`src/hw/rtl/wdfc_pkg.sv`:
```
`default_nettype none
// ----------------------------------------------------------------------------
// wdfc_pkg
// Shared constants, types and bit-level helpers for the descrambler and
// FCS check block.
// ----------------------------------------------------------------------------
package wdfc_pkg;

  localparam int unsigned LEN_W = 12;   // psdu_bytes width
  localparam int unsigned POS_W = 16;   // holds len*8 + 16 for any 12-bit length
  localparam int unsigned SCR_W = 7;    // scrambler register width
  localparam int unsigned BYTE_IDX_W = POS_W - 3;

  localparam logic [POS_W-1:0] SEED_BITS    = POS_W'(7);
  localparam logic [POS_W-1:0] SERVICE_BITS = POS_W'(16);
  localparam logic [2:0]       SEED_MSB     = 3'd6;
  localparam logic [POS_W-1:0] MAX_PSDU_LEN = POS_W'(4095);

  localparam logic [31:0] CRC_POLY    = 32'hEDB8_8320;
  localparam logic [31:0] CRC_INIT    = 32'hFFFF_FFFF;
  // Final-xored residue 0x2144DF1C, compared before the final xor
  localparam logic [31:0] CRC_RESIDUE = 32'h2144_DF1C;
  localparam logic [31:0] CRC_MATCH   = ~CRC_RESIDUE;

  typedef struct packed {
    logic       valid;
    logic [7:0] data_byte;
    logic       byte_is_fcs;
    logic       last_byte;
    logic       fcs_ok;
  } result_t;

  // One step of the reflected CRC-32
  function automatic logic [31:0] crc_bit(input logic [31:0] c, input logic b);
    logic [31:0] t;
    t = {c[31:1], c[0] ^ b};
    crc_bit = t[0] ? ((t >> 1) ^ CRC_POLY) : (t >> 1);
  endfunction

endpackage : wdfc_pkg
`default_nettype wire

```
`src/hw/rtl/wdfc_descrambler.sv`:
```
`default_nettype none
// ----------------------------------------------------------------------------
// wdfc_descrambler
// Frame state, descrambler, byte packer and CRC-32. Consumes one bit per
// step and presents the byte result combinationally.
// ----------------------------------------------------------------------------
module wdfc_descrambler (
  input  wire logic                     clk,
  input  wire logic                     rst,
  input  wire logic                     step,
  input  wire logic                     data_bit,
  input  wire logic                     frame_start,
  input  wire logic [wdfc_pkg::LEN_W-1:0] psdu_bytes,
  output wdfc_pkg::result_t             result
);
  import wdfc_pkg::*;

  logic [SCR_W-1:0] scrambler_state, scrambler_state_next;
  logic [POS_W-1:0] bit_position, bit_position_next;
  logic [7:0]       byte_assembly, byte_assembly_next;
  logic [31:0]      crc_register, crc_register_next;
  logic [LEN_W-1:0] frame_length, frame_length_next;
  logic             frame_active, frame_active_next;

  // Working values after a possible frame restart
  logic [SCR_W-1:0]      scr_w;
  logic [POS_W-1:0]      pos_w;
  logic [7:0]            asm_w;
  logic [31:0]           crc_w;
  logic [LEN_W-1:0]      len_w;
  logic                  act_w;
  logic [POS_W-1:0]      total;
  logic                  fb;
  logic                  dbit;
  logic [2:0]            seed_idx;
  logic [7:0]            byte_new;
  logic [31:0]           crc_new;
  logic [POS_W-1:0]      svc_off;
  logic [BYTE_IDX_W-1:0] byte_idx;

  always_comb begin
    scr_w = scrambler_state;
    pos_w = bit_position;
    asm_w = byte_assembly;
    crc_w = crc_register;
    len_w = frame_length;
    act_w = frame_active;
    // Restart discards any frame in progress
    if (frame_start) begin
      scr_w = '0;
      pos_w = '0;
      asm_w = '0;
      crc_w = CRC_INIT;
      len_w = psdu_bytes;
      act_w = (POS_W'(psdu_bytes) <= MAX_PSDU_LEN);
    end

    total    = {1'b0, len_w, 3'b000} + SERVICE_BITS;
    fb       = scr_w[6] ^ scr_w[3];
    dbit     = fb ^ data_bit;
    seed_idx = SEED_MSB - pos_w[2:0];
    byte_new = asm_w | (8'(dbit) << pos_w[2:0]);
    crc_new  = crc_bit(crc_w, dbit);
    svc_off  = pos_w - SERVICE_BITS;
    byte_idx = svc_off[POS_W-1:3];

    scrambler_state_next = scr_w;
    bit_position_next    = pos_w;
    byte_assembly_next   = asm_w;
    crc_register_next    = crc_w;
    frame_length_next    = len_w;
    frame_active_next    = act_w;

    result             = '0;
    result.data_byte   = byte_new;
    result.byte_is_fcs = ({1'b0, byte_idx} + (BYTE_IDX_W+1)'(4)) >=
                         (BYTE_IDX_W+1)'(len_w);
    result.last_byte   = (byte_idx + BYTE_IDX_W'(1)) == BYTE_IDX_W'(len_w);
    result.fcs_ok      = result.last_byte && (crc_new == CRC_MATCH);

    if (act_w) begin
      if (pos_w < SEED_BITS) begin
        // Load seed, MSB first
        scrambler_state_next = scr_w | (SCR_W'(data_bit) << seed_idx);
      end else begin
        // Advance scrambler; pack and check PSDU bits past the service field
        scrambler_state_next = {scr_w[5:0], fb};
        if (pos_w >= SERVICE_BITS) begin
          byte_assembly_next = byte_new;
          crc_register_next  = crc_new;
          if (pos_w[2:0] == 3'd7) begin
            result.valid       = 1'b1;
            byte_assembly_next = '0;
          end
        end
      end
      bit_position_next = pos_w + POS_W'(1);
      if (bit_position_next >= total) begin
        frame_active_next = 1'b0;
      end
    end
    if (!act_w) begin
      result.fcs_ok = 1'b0;
    end
  end

  // Update frame state on each consumed bit
  always_ff @(posedge clk) begin
    if (rst) begin
      scrambler_state <= '0;
      bit_position    <= '0;
      byte_assembly   <= '0;
      crc_register    <= CRC_INIT;
      frame_length    <= '0;
      frame_active    <= 1'b0;
    end else if (step) begin
      scrambler_state <= scrambler_state_next;
      bit_position    <= bit_position_next;
      byte_assembly   <= byte_assembly_next;
      crc_register    <= crc_register_next;
      frame_length    <= frame_length_next;
      frame_active    <= frame_active_next;
    end
  end

endmodule : wdfc_descrambler
`default_nettype wire

```
`src/hw/rtl/wlan_descrambler_fcs_check.sv`:
```
`default_nettype none
// ----------------------------------------------------------------------------
// wlan_descrambler_fcs_check
// Descrambles decoded frame bits, packs PSDU bytes and checks the CRC-32 FCS.
// ----------------------------------------------------------------------------
// Path: the bit completing a byte is taken into the input register, and the byte
//   then appears on the output from the output register.
// Throughput: one bit per cycle while byte_stall does not hold the output; the
//   scrambler and CRC advance one bit per step in the single logic stage between the two registers.
// Reset: synchronous; clears pipeline valids and returns the frame state to
//   idle with the CRC at all ones.
module wlan_descrambler_fcs_check (
  input  wire logic                     clk,
  input  wire logic                     rst,
  // Bit channel
  input  wire logic                     bit_valid,
  output      logic                     bit_stall,
  input  wire logic                     data_bit,
  input  wire logic                     frame_start,
  input  wire logic [wdfc_pkg::LEN_W-1:0] psdu_bytes,
  // Byte channel
  output      logic                     byte_valid,
  input  wire logic                     byte_stall,
  output      logic [7:0]               data_byte,
  output      logic                     byte_is_fcs,
  output      logic                     last_byte,
  output      logic                     fcs_ok
);
  import wdfc_pkg::*;

  logic             in_valid;
  logic             in_bit;
  logic             in_start;
  logic [LEN_W-1:0] in_len;
  logic             out_free;
  logic             step;
  result_t          result;

  assign out_free  = !byte_valid || !byte_stall;
  assign step      = in_valid && out_free;
  assign bit_stall = in_valid && !out_free;

  // Hold the input transaction until the output side can take its result
  always_ff @(posedge clk) begin
    if (rst) begin
      in_valid <= 1'b0;
    end else if (!bit_stall) begin
      in_valid <= bit_valid;
    end
  end

  always_ff @(posedge clk) begin
    if (!bit_stall && bit_valid) begin
      in_bit   <= data_bit;
      in_start <= frame_start;
      in_len   <= psdu_bytes;
    end
  end

  wdfc_descrambler u_descrambler (
    .clk         (clk),
    .rst         (rst),
    .step        (step),
    .data_bit    (in_bit),
    .frame_start (in_start),
    .psdu_bytes  (in_len),
    .result      (result)
  );

  // Output register; drop bits that complete no byte
  always_ff @(posedge clk) begin
    if (rst) begin
      byte_valid <= 1'b0;
    end else if (out_free) begin
      byte_valid <= step && result.valid;
    end
  end

  always_ff @(posedge clk) begin
    if (step && result.valid) begin
      data_byte   <= result.data_byte;
      byte_is_fcs <= result.byte_is_fcs;
      last_byte   <= result.last_byte;
      fcs_ok      <= result.fcs_ok;
    end
  end

endmodule : wlan_descrambler_fcs_check
`default_nettype wire
```
`config.mk`:
```
export PLATFORM = sky130hd
export DESIGN_NAME = wlan_descrambler_fcs_check
export DESIGN_NICKNAME = d
export VERILOG_FILES = /design/src/hw/rtl/wdfc_pkg.sv /design/src/hw/rtl/wdfc_descrambler.sv /design/src/hw/rtl/wlan_descrambler_fcs_check.sv
export SDC_FILE = /design/constraint.sdc
export NUM_CORES = 1
export LEC_CHECK = 0
export ABC_AREA = 1
export BUFFER_PORTS_ARGS = -buffer_cell sky130_fd_sc_hd__buf_2
export CORE_MARGIN = 4
export CORE_UTILIZATION = 40
export DETAILED_ROUTE_END_ITERATION = 10
export PLACE_DENSITY = 0.64
export SETUP_SLACK_MARGIN = 0.1
export SLEW_MARGIN = 20
export SYNTH_ARGS = -nofsm -noshare
export SYNTH_HDL_FRONTEND = slang
export SYNTH_SLANG_ARGS = --single-unit
```
`constraint.sdc`:
```
create_clock -name clk -period 3.95 [get_ports clk]
set_clock_uncertainty 0.2 [all_clocks]
set_input_delay 0.1975 -clock clk [delete_from_list [all_inputs] [get_ports clk]]
set_output_delay 0.1975 -clock clk [all_outputs]
set_load 0.03 [all_outputs]
```
==> impl_metrics.toml, run 1 <==
[outcome]
outcome = "completed"

[power]
irDropWorstVdd_mv = 0.212
power.share.combinational_pct = 28.9
switching_part_of_the_total_power_pct = 35.2
share_seq_of_total_power_pct = 41.4
power_leakage_nw = 3.53
power-per-cell-area_nw_per_um2 = 357
switchingPower_mw = 1.00
intPower_mw = 1.84
clock_power_share_pct = 29.7

[setup_path]
end_kind = "register"
cpMaxStageDelayCell = "sky130_fd_sc_hd__edfxtp_1"
worst_ep_required_time_ps = 3970
rr_worst_depth = 16
worstPathMaxFanout = 28
timing.rr.end = "u_descrambler.frame_active"
crit-reg2reg-launch = "in_start"
worst_path_largest_cell_delay_ps = 510
worstSetupPathType = "reg -> reg"
reg2reg_slack_ps = 460
arrival_ps = 3510
critical_path.cell_chain = "inv_6, buf_4, nand2_2, inv_1, ha_1, nor3b_2, nand3_1, nor3_2, nand3_1, xor2_1, ha_1, nand4_1, nor3_1, nand2_1, nand4_1, a21oi_1"
worst_setup_path_start_kind = "register"

[cts]
cts_tree = "done"
clock_tree.htree_level_count = 3
numCtsBuffers = 9
tritoncts_num_sinks = 103
worstSkewPairLatency_ps = 350
cts.root.buffer_cell = "sky130_fd_sc_hd__clkbuf_16"
clockBufferDepth = 2
clk_pin_slew_ps = 70

[synthesis]
yosys.area_share.simple_pct = 32.3
yosys_most_used_dff = "sky130_fd_sc_hd__dfxtp_1"
netlist_top_cells_area = "sky130_fd_sc_hd__dfxtp_1 22%, sky130_fd_sc_hd__nand2_1 16%, sky130_fd_sc_hd__edfxtp_1 10%"
synth_top_family_by_area = "simple AND/OR/NAND/NOR gates"
synthTopCellsByCount = "310 x sky130_fd_sc_hd__nand2_1, 100 x sky130_fd_sc_hd__nor2_1, 99 x sky130_fd_sc_hd__a21oi_1, 83 x sky130_fd_sc_hd__inv_1, 80 x sky130_fd_sc_hd__o21ai_0"
post_synthesis_xor_xnor_area_fraction_pct = 4.36
synth_fp_nets = 1121
synth.yosys.seq_area_share_pct = 32.3
synth_cell_types = 44
muxShareOfSynthArea_pct = 0
synth_fa_ha_area_share_pct = 6.47
netlist_area_sq_um = 7150
edff_count_synth = 25
yosys.area.top_type = "sky130_fd_sc_hd__dfxtp_1"
synthesis.instances = 1066
post-synth-top-area-fraction_pct = 21.8
asyncSetResetFlopFracSynth_pct = 0
post_synthesis_area_per_instance_sq_um = 6.71
yosysMostFrequentCell = "sky130_fd_sc_hd__nand2_1"
synth_seq_cells = 103
yosysWarningCount = 0
synth-compound-area-share_pct = 16.5

[floorplanning]
io_pins = 31
core_area_sq_um = 17400
die_height_um = 142
floorplan.initialDensity_pct = 41.1
fp.dieW_um = 142
rows = 48
die_area_sq_um = 20100

[placed_design]
hpwl_um = 14000
post-place-cells = 1296
io_buffer_count = 30
place.gp.congestion = 0.937

[routing]
num_vias = 6887
detail_route.wl_per_cell_um = 14.5
drt-vias-per-instance = 5.19
drt_first_pass_iters = 5
antenna_violating_nets_post_route = 0
dr.first_iter.drc_count = 569
drc = 0
drt_wl_total_um = 19300

[sta]
achievable-frequency_mhz = 286
setup_viol = 0
setup_repair_after_global_routing_missed_its_margin = "false"
slew_viol_final = 0
post-route-min-period_ps = 3490
totalNegativeSetupSlack_ps = 0
hold_viol = 0
final_min_period_over_clock_period_pct = 88.4
timing.max_slew.rel_slack_pct = 39.4
timing_worst_slew_pin_value_ps = 908

[layout]
fillerInstances = 1834
fin_cells = 1328
layout.nets = 1152
utilization_pct = 45.6
drive_gt1_share_pct = 11.3
flow.area_growth_from_synthesis_pct = 11.2

[min_path]
worst_hold_path.num_cells = 5
hold_start = "byte_stall"
class_of_the_tightest_hold_or_removal_check = "in -> reg"
holdPathEnd = "in_valid"

[run]
drv_cap = 0

[global_route]
global_route.overflow_total = 0
number_of_antenna_violations_at_the_first_check_in_global_routing = 1
grt_first_pass_wirelength_um = 31800
via_count_of_the_first_global_routing_pass = 6244
global_route.usage.total_pct = 19.4
grt_start_max_net_pins = 63
layout make-up:
cell class	instances	area, sq um	share of cell area (%)
multi-input combinational	822	4270	53.8
timing repair buffer	63	435	5.48
clock buffer	9	225	2.83
clock inverter	7	46.3	0.582
antenna	1	2.50	0.0315
sequential	103	2310	29.1
tap	225	282	3.54
inverter	98	373	4.69
registers in the layout (all words and copies together) (netlist names), 7 cells and up:
| register | cells |
|---|---|
| u_descrambler.crc_register | 32 |
| u_descrambler.bit_position | 16 |
| in_len | 12 |
| u_descrambler.frame_length | 12 |
| data_byte | 8 |
| u_descrambler.byte_assembly | 8 |
| u_descrambler.scrambler_state | 7 |
routing by layer:
layer,wire (um),share of wire [%],global-route usage (%),vias up
li1,-,-,-,3571
met1,9550,50,27.8,3132
met2,8430,44,29.7,160
met3,961,5.0,3.24,24
met4,337,1.7,6.11,0
met5,0,0,0,-
per-stage QoR:
stage | setup WS, ps | instance area, sq um | hold WS [ps] | power (mW)
finish | 459 | 7950 | 15.2 | 2.84
global route | 135 | 7950 | 114 | 3.04
CTS | 419 | 7940 | 7.50 | 2.86
detailed placement | 454 | 7520 | 176 | 2.00
global placement | 526 | 7520 | 174 | 1.99
floorplan | 596 | 7150 | 96.4 | 1.80
kinds of logic (layout without fill, tap and decap cells):
family,count (synthesis),count (layout)
flip-flops,103,103
buffers and inverters,141,177
AO/OA/AOI/OAI,216,216
XOR/XNOR,33,33
AND/OR/NAND/NOR,536,536
adder cells (fa/ha/maj),37,37
other,0,1
how the worst max path moves through the flow:
stage / from / to / slack, ps / depth (start not counted)
2_1_floorplan: in_start / u_descrambler.frame_active / 600 / 18
3_3_place_gp: in_start / u_descrambler.frame_active / 530 / 16
3_5_place_dp: in_start / u_descrambler.frame_active / 450 / 17
4_1_cts: in_start / u_descrambler.frame_active / 420 / 17
5_1_grt: in_start / u_descrambler.frame_active / 130 / 17
6_report: in_start / u_descrambler.frame_active / 460 / 16
layout by cell type (no fill, tap or decap), types with 13 or more instances in the layout:
cell type / synthesis / routed
sky130_fd_sc_hd__a21oi_1: 99 / 99
sky130_fd_sc_hd__buf_2: 4 / 30
sky130_fd_sc_hd__buf_4: 3 / 18
sky130_fd_sc_hd__dfxtp_1: 78 / 78
sky130_fd_sc_hd__dlygate4sd3_1: 0 / 15
sky130_fd_sc_hd__edfxtp_1: 25 / 25
sky130_fd_sc_hd__ha_1: 37 / 37
sky130_fd_sc_hd__inv_1: 83 / 83
sky130_fd_sc_hd__inv_2: 14 / 14
sky130_fd_sc_hd__nand2_1: 310 / 310
sky130_fd_sc_hd__nand2_2: 13 / 13
sky130_fd_sc_hd__nand3_1: 65 / 65
sky130_fd_sc_hd__nor2_1: 100 / 99
sky130_fd_sc_hd__o21ai_0: 80 / 80
sky130_fd_sc_hd__xor2_1: 27 / 27
power by group through the flow:
stage	registers [mW]	logic, mW	clock network [mW]
final	1.18	0.820	0.844
after global routing	1.18	0.933	0.918
after CTS	1.18	0.815	0.874
after detailed placement	1.20	0.800	0
after global placement	1.20	0.791	0
after floorplan	1.19	0.613	0
timing repair:
action,in CTS,in global routing
hold endpoints to repair,15,0
endpoints found under the setup margin,0,1
setup buffers,0,0
hold buffers,15,0
gates resized for setup,0,1
critical path: cells and delay by family (launching register included):
| kind | cells | cell delay (ps) |
|---|---|---|
| DFF | 1 | 510 |
| buffers and inverters | 3 | 550 |
| and+or+nand+nor | 9 | 1400 |
| AOI/OAI and AO/OA | 1 | 70 |
| adders and majority gates | 2 | 450 |
| xor gates and xnor gates | 1 | 180 |
Note: power is estimated with default switching activity, not from simulation.
==> run 2, diff against run 1 <==
- CELL_PAD_IN_SITES_DETAIL_PLACEMENT: not set -> 1
- CELL_PAD_IN_SITES_GLOBAL_PLACEMENT: not set -> 1
- PLACE_DENSITY: 0.64 -> 0.81
==> run 2 against run 1 <==
Effect of this change:
- final cell count about the same
- total power up 6.7%
- via count up 5.3%
- flip-flop and latch count unchanged
- clock-buffer cell count up 1
- critical path depth up 1
- setup slack worse by 6.0 ps
- largest power group unchanged
==> impl_metrics.toml, run 2 (synthesis results as in run 1) <==
[layout]
mostFrequentLayoutCell = "sky130_fd_sc_hd__nand2_1"
largest_register_ffs = 32
flow.area_growth_from_synthesis_pct = 11.9
antenna_diode_instance_count = 0
drive_gt1_share_pct = 11.4
layout.nets = 1152
final_cell_mix = "310 x sky130_fd_sc_hd__nand2_1, 99 x sky130_fd_sc_hd__a21oi_1, 98 x sky130_fd_sc_hd__nor2_1, 83 x sky130_fd_sc_hd__inv_1, 80 x sky130_fd_sc_hd__o21ai_0"
fillerInstances = 2306
layout_top_registers = "u_descrambler.crc_register (32), u_descrambler.bit_position (16)"
top_register = "u_descrambler.crc_register"

[setup_path]
arrival_ps = 3530
cpMaxStageDelayCell = "sky130_fd_sc_hd__edfxtp_1"
critPathBufInv = 3
worst_path_most_repeated_cell = "sky130_fd_sc_hd__nand4_1"
worst_ep_required_time_ps = 3980
worstSetupPathType = "reg -> reg"
worstPathMaxFanout = 18
worst_setup_path_start_kind = "register"
worst_path_largest_cell_delay_ps = 430
end_kind = "register"
critical_path.cell_chain = "inv_4, buf_6, nand2_4, nor3_4, nand4_1, nor2_1, nand3_1, nor2_1, nand3_1, xor2_1, inv_1, ha_1, nand4_1, nor3_1, nand2_1, nand4_1, a21oi_1"
critical_path.top_delay_family = "simple AND/OR/NAND/NOR gates"

[sta]
timing_worst_slew_pin_value_ps = 1130
post-route-min-period_ps = 3500
hold_viol = 0
setup_viol = 0
setup_repair_after_global_routing_missed_its_margin = "false"
achievable-frequency_mhz = 286
finalHoldWorstSlack_ps = 18.7
slew_viol_final = 0
final_min_period_over_clock_period_pct = 88.5
totalNegativeSetupSlack_ps = 0
timing.max_slew.rel_slack_pct = 24.8

[power]
switchingPower_mw = 1.05
share_seq_of_total_power_pct = 39.0
irDropWorstVdd_mv = 0.226
power_leakage_nw = 3.55
power.share.combinational_pct = 27.9
intPower_mw = 1.98
power-per-cell-area_nw_per_um2 = 379
clock_power_share_pct = 33.1
switching_part_of_the_total_power_pct = 34.6

[floorplanning]
rows = 48
die_height_um = 142
io_pins = 31
core_area_sq_um = 17400
die_area_sq_um = 20100
floorplan.initialDensity_pct = 41.1
fp.dieW_um = 142

[routing]
antenna_violating_nets_post_route = 0
drt-vias-per-instance = 5.46
detail_route.wl_per_cell_um = 17.3
drt_first_pass_iters = 5
drc = 0
drt_wl_total_um = 22900
dr.first_iter.drc_count = 425
num_vias = 7250

[min_path]
class_of_the_tightest_hold_or_removal_check = "in -> reg"

[cts]
clk_pin_slew_ps = 70
cts.root.buffer_cell = "sky130_fd_sc_hd__clkbuf_16"
numCtsBuffers = 9
clockBufferDepth = 2
cts_tree = "done"
worstSkewPairLatency_ps = 370
cts_setup_buffers = 0
tritoncts_num_sinks = 103
clock_tree.htree_level_count = 3

[global_route]
global_route.overflow_total = 0
global_route.usage.total_pct = 23.5
grt_start_max_net_pins = 63
via_count_of_the_first_global_routing_pass = 7398
number_of_antenna_violations_at_the_first_check_in_global_routing = 1
grt_first_pass_wirelength_um = 37800

[outcome]
outcome = "completed"

[run]
drv_cap = 0

[placed_design]
place.gp.congestion = 0.870
hpwl_um = 16500
io_buffer_count = 30
## run 2: final timing paths
check                           depth (start not counted)                          endpoint  slack, ps                              from
worst min register to register                          2  u_descrambler.scrambler_state[5]        270  u_descrambler.scrambler_state[5]
worst max register to register                         17        u_descrambler.frame_active        450                          in_start
worst max-delay path                                   17        u_descrambler.frame_active        450                          in_start
worst min-delay path                                    5                          in_valid         20                        byte_stall
## run 2: what timing repair did
item                       4_1_cts  5_1_grt
gates resized for setup          0        2
hold endpoints to repair        15        0
hold buffers                    15        0
setup endpoints to repair        0        1
## run 2: power by group through the flow
stage          Clock (mW)  Sequential (mW)  Combinational [mW]
2_1_floorplan           0             1.19               0.613
3_3_place_gp            0             1.20               0.805
3_5_place_dp            0             1.20               0.825
4_1_cts              1.02             1.18               0.843
5_1_grt              1.07             1.19               0.961
6_report             1.00             1.18               0.847
## run 2: routing by layer
metal / GRT usage [%] / wire (um) / share of wire (%)
met1: 30.7 / 10500 / 46
met2: 39.3 / 10800 / 47
met4: 6.52 / 433 / 1.9
met3: 4.82 / 1150 / 5.0
met5: 0 / 0 / 0
## run 2: area by class of cell
type / instances / area, sq um / share of cell area [%]
clock buffers: 10 / 239 / 2.99
clock inverters: 6 / 82.6 / 1.03
inverters: 98 / 370 / 4.63
multi-input cells: 822 / 4280 / 53.4
flip-flops and latches: 103 / 2310 / 28.9
well taps: 225 / 282 / 3.52
repair buffers: 63 / 439 / 5.49
## run 2: worst reg2reg max path: cells and delay by family, from the launching register on
kind	cells	cell delay (ps)
AO/OA/AOI/OAI	1	60
XOR/XNOR	1	190
adder cells (fa/ha/maj)	1	310
buffers and inverters	3	470
flip-flops	1	430
AND/OR/NAND/NOR	11	1710
## run 2: stage by stage
stage	power, mW	setup slack (ps)	util [%]	std cells	cell area, sq um
5_1_grt	3.22	107	45.9	1327	8000
6_report	3.03	453	45.9	1327	8000
3_5_place_dp	2.03	408	43.2	1296	7520
3_3_place_gp	2.01	601	43.2	1296	7520
2_1_floorplan	1.80	596	-	1066	7150
4_1_cts	3.05	392	45.9	1327	7990
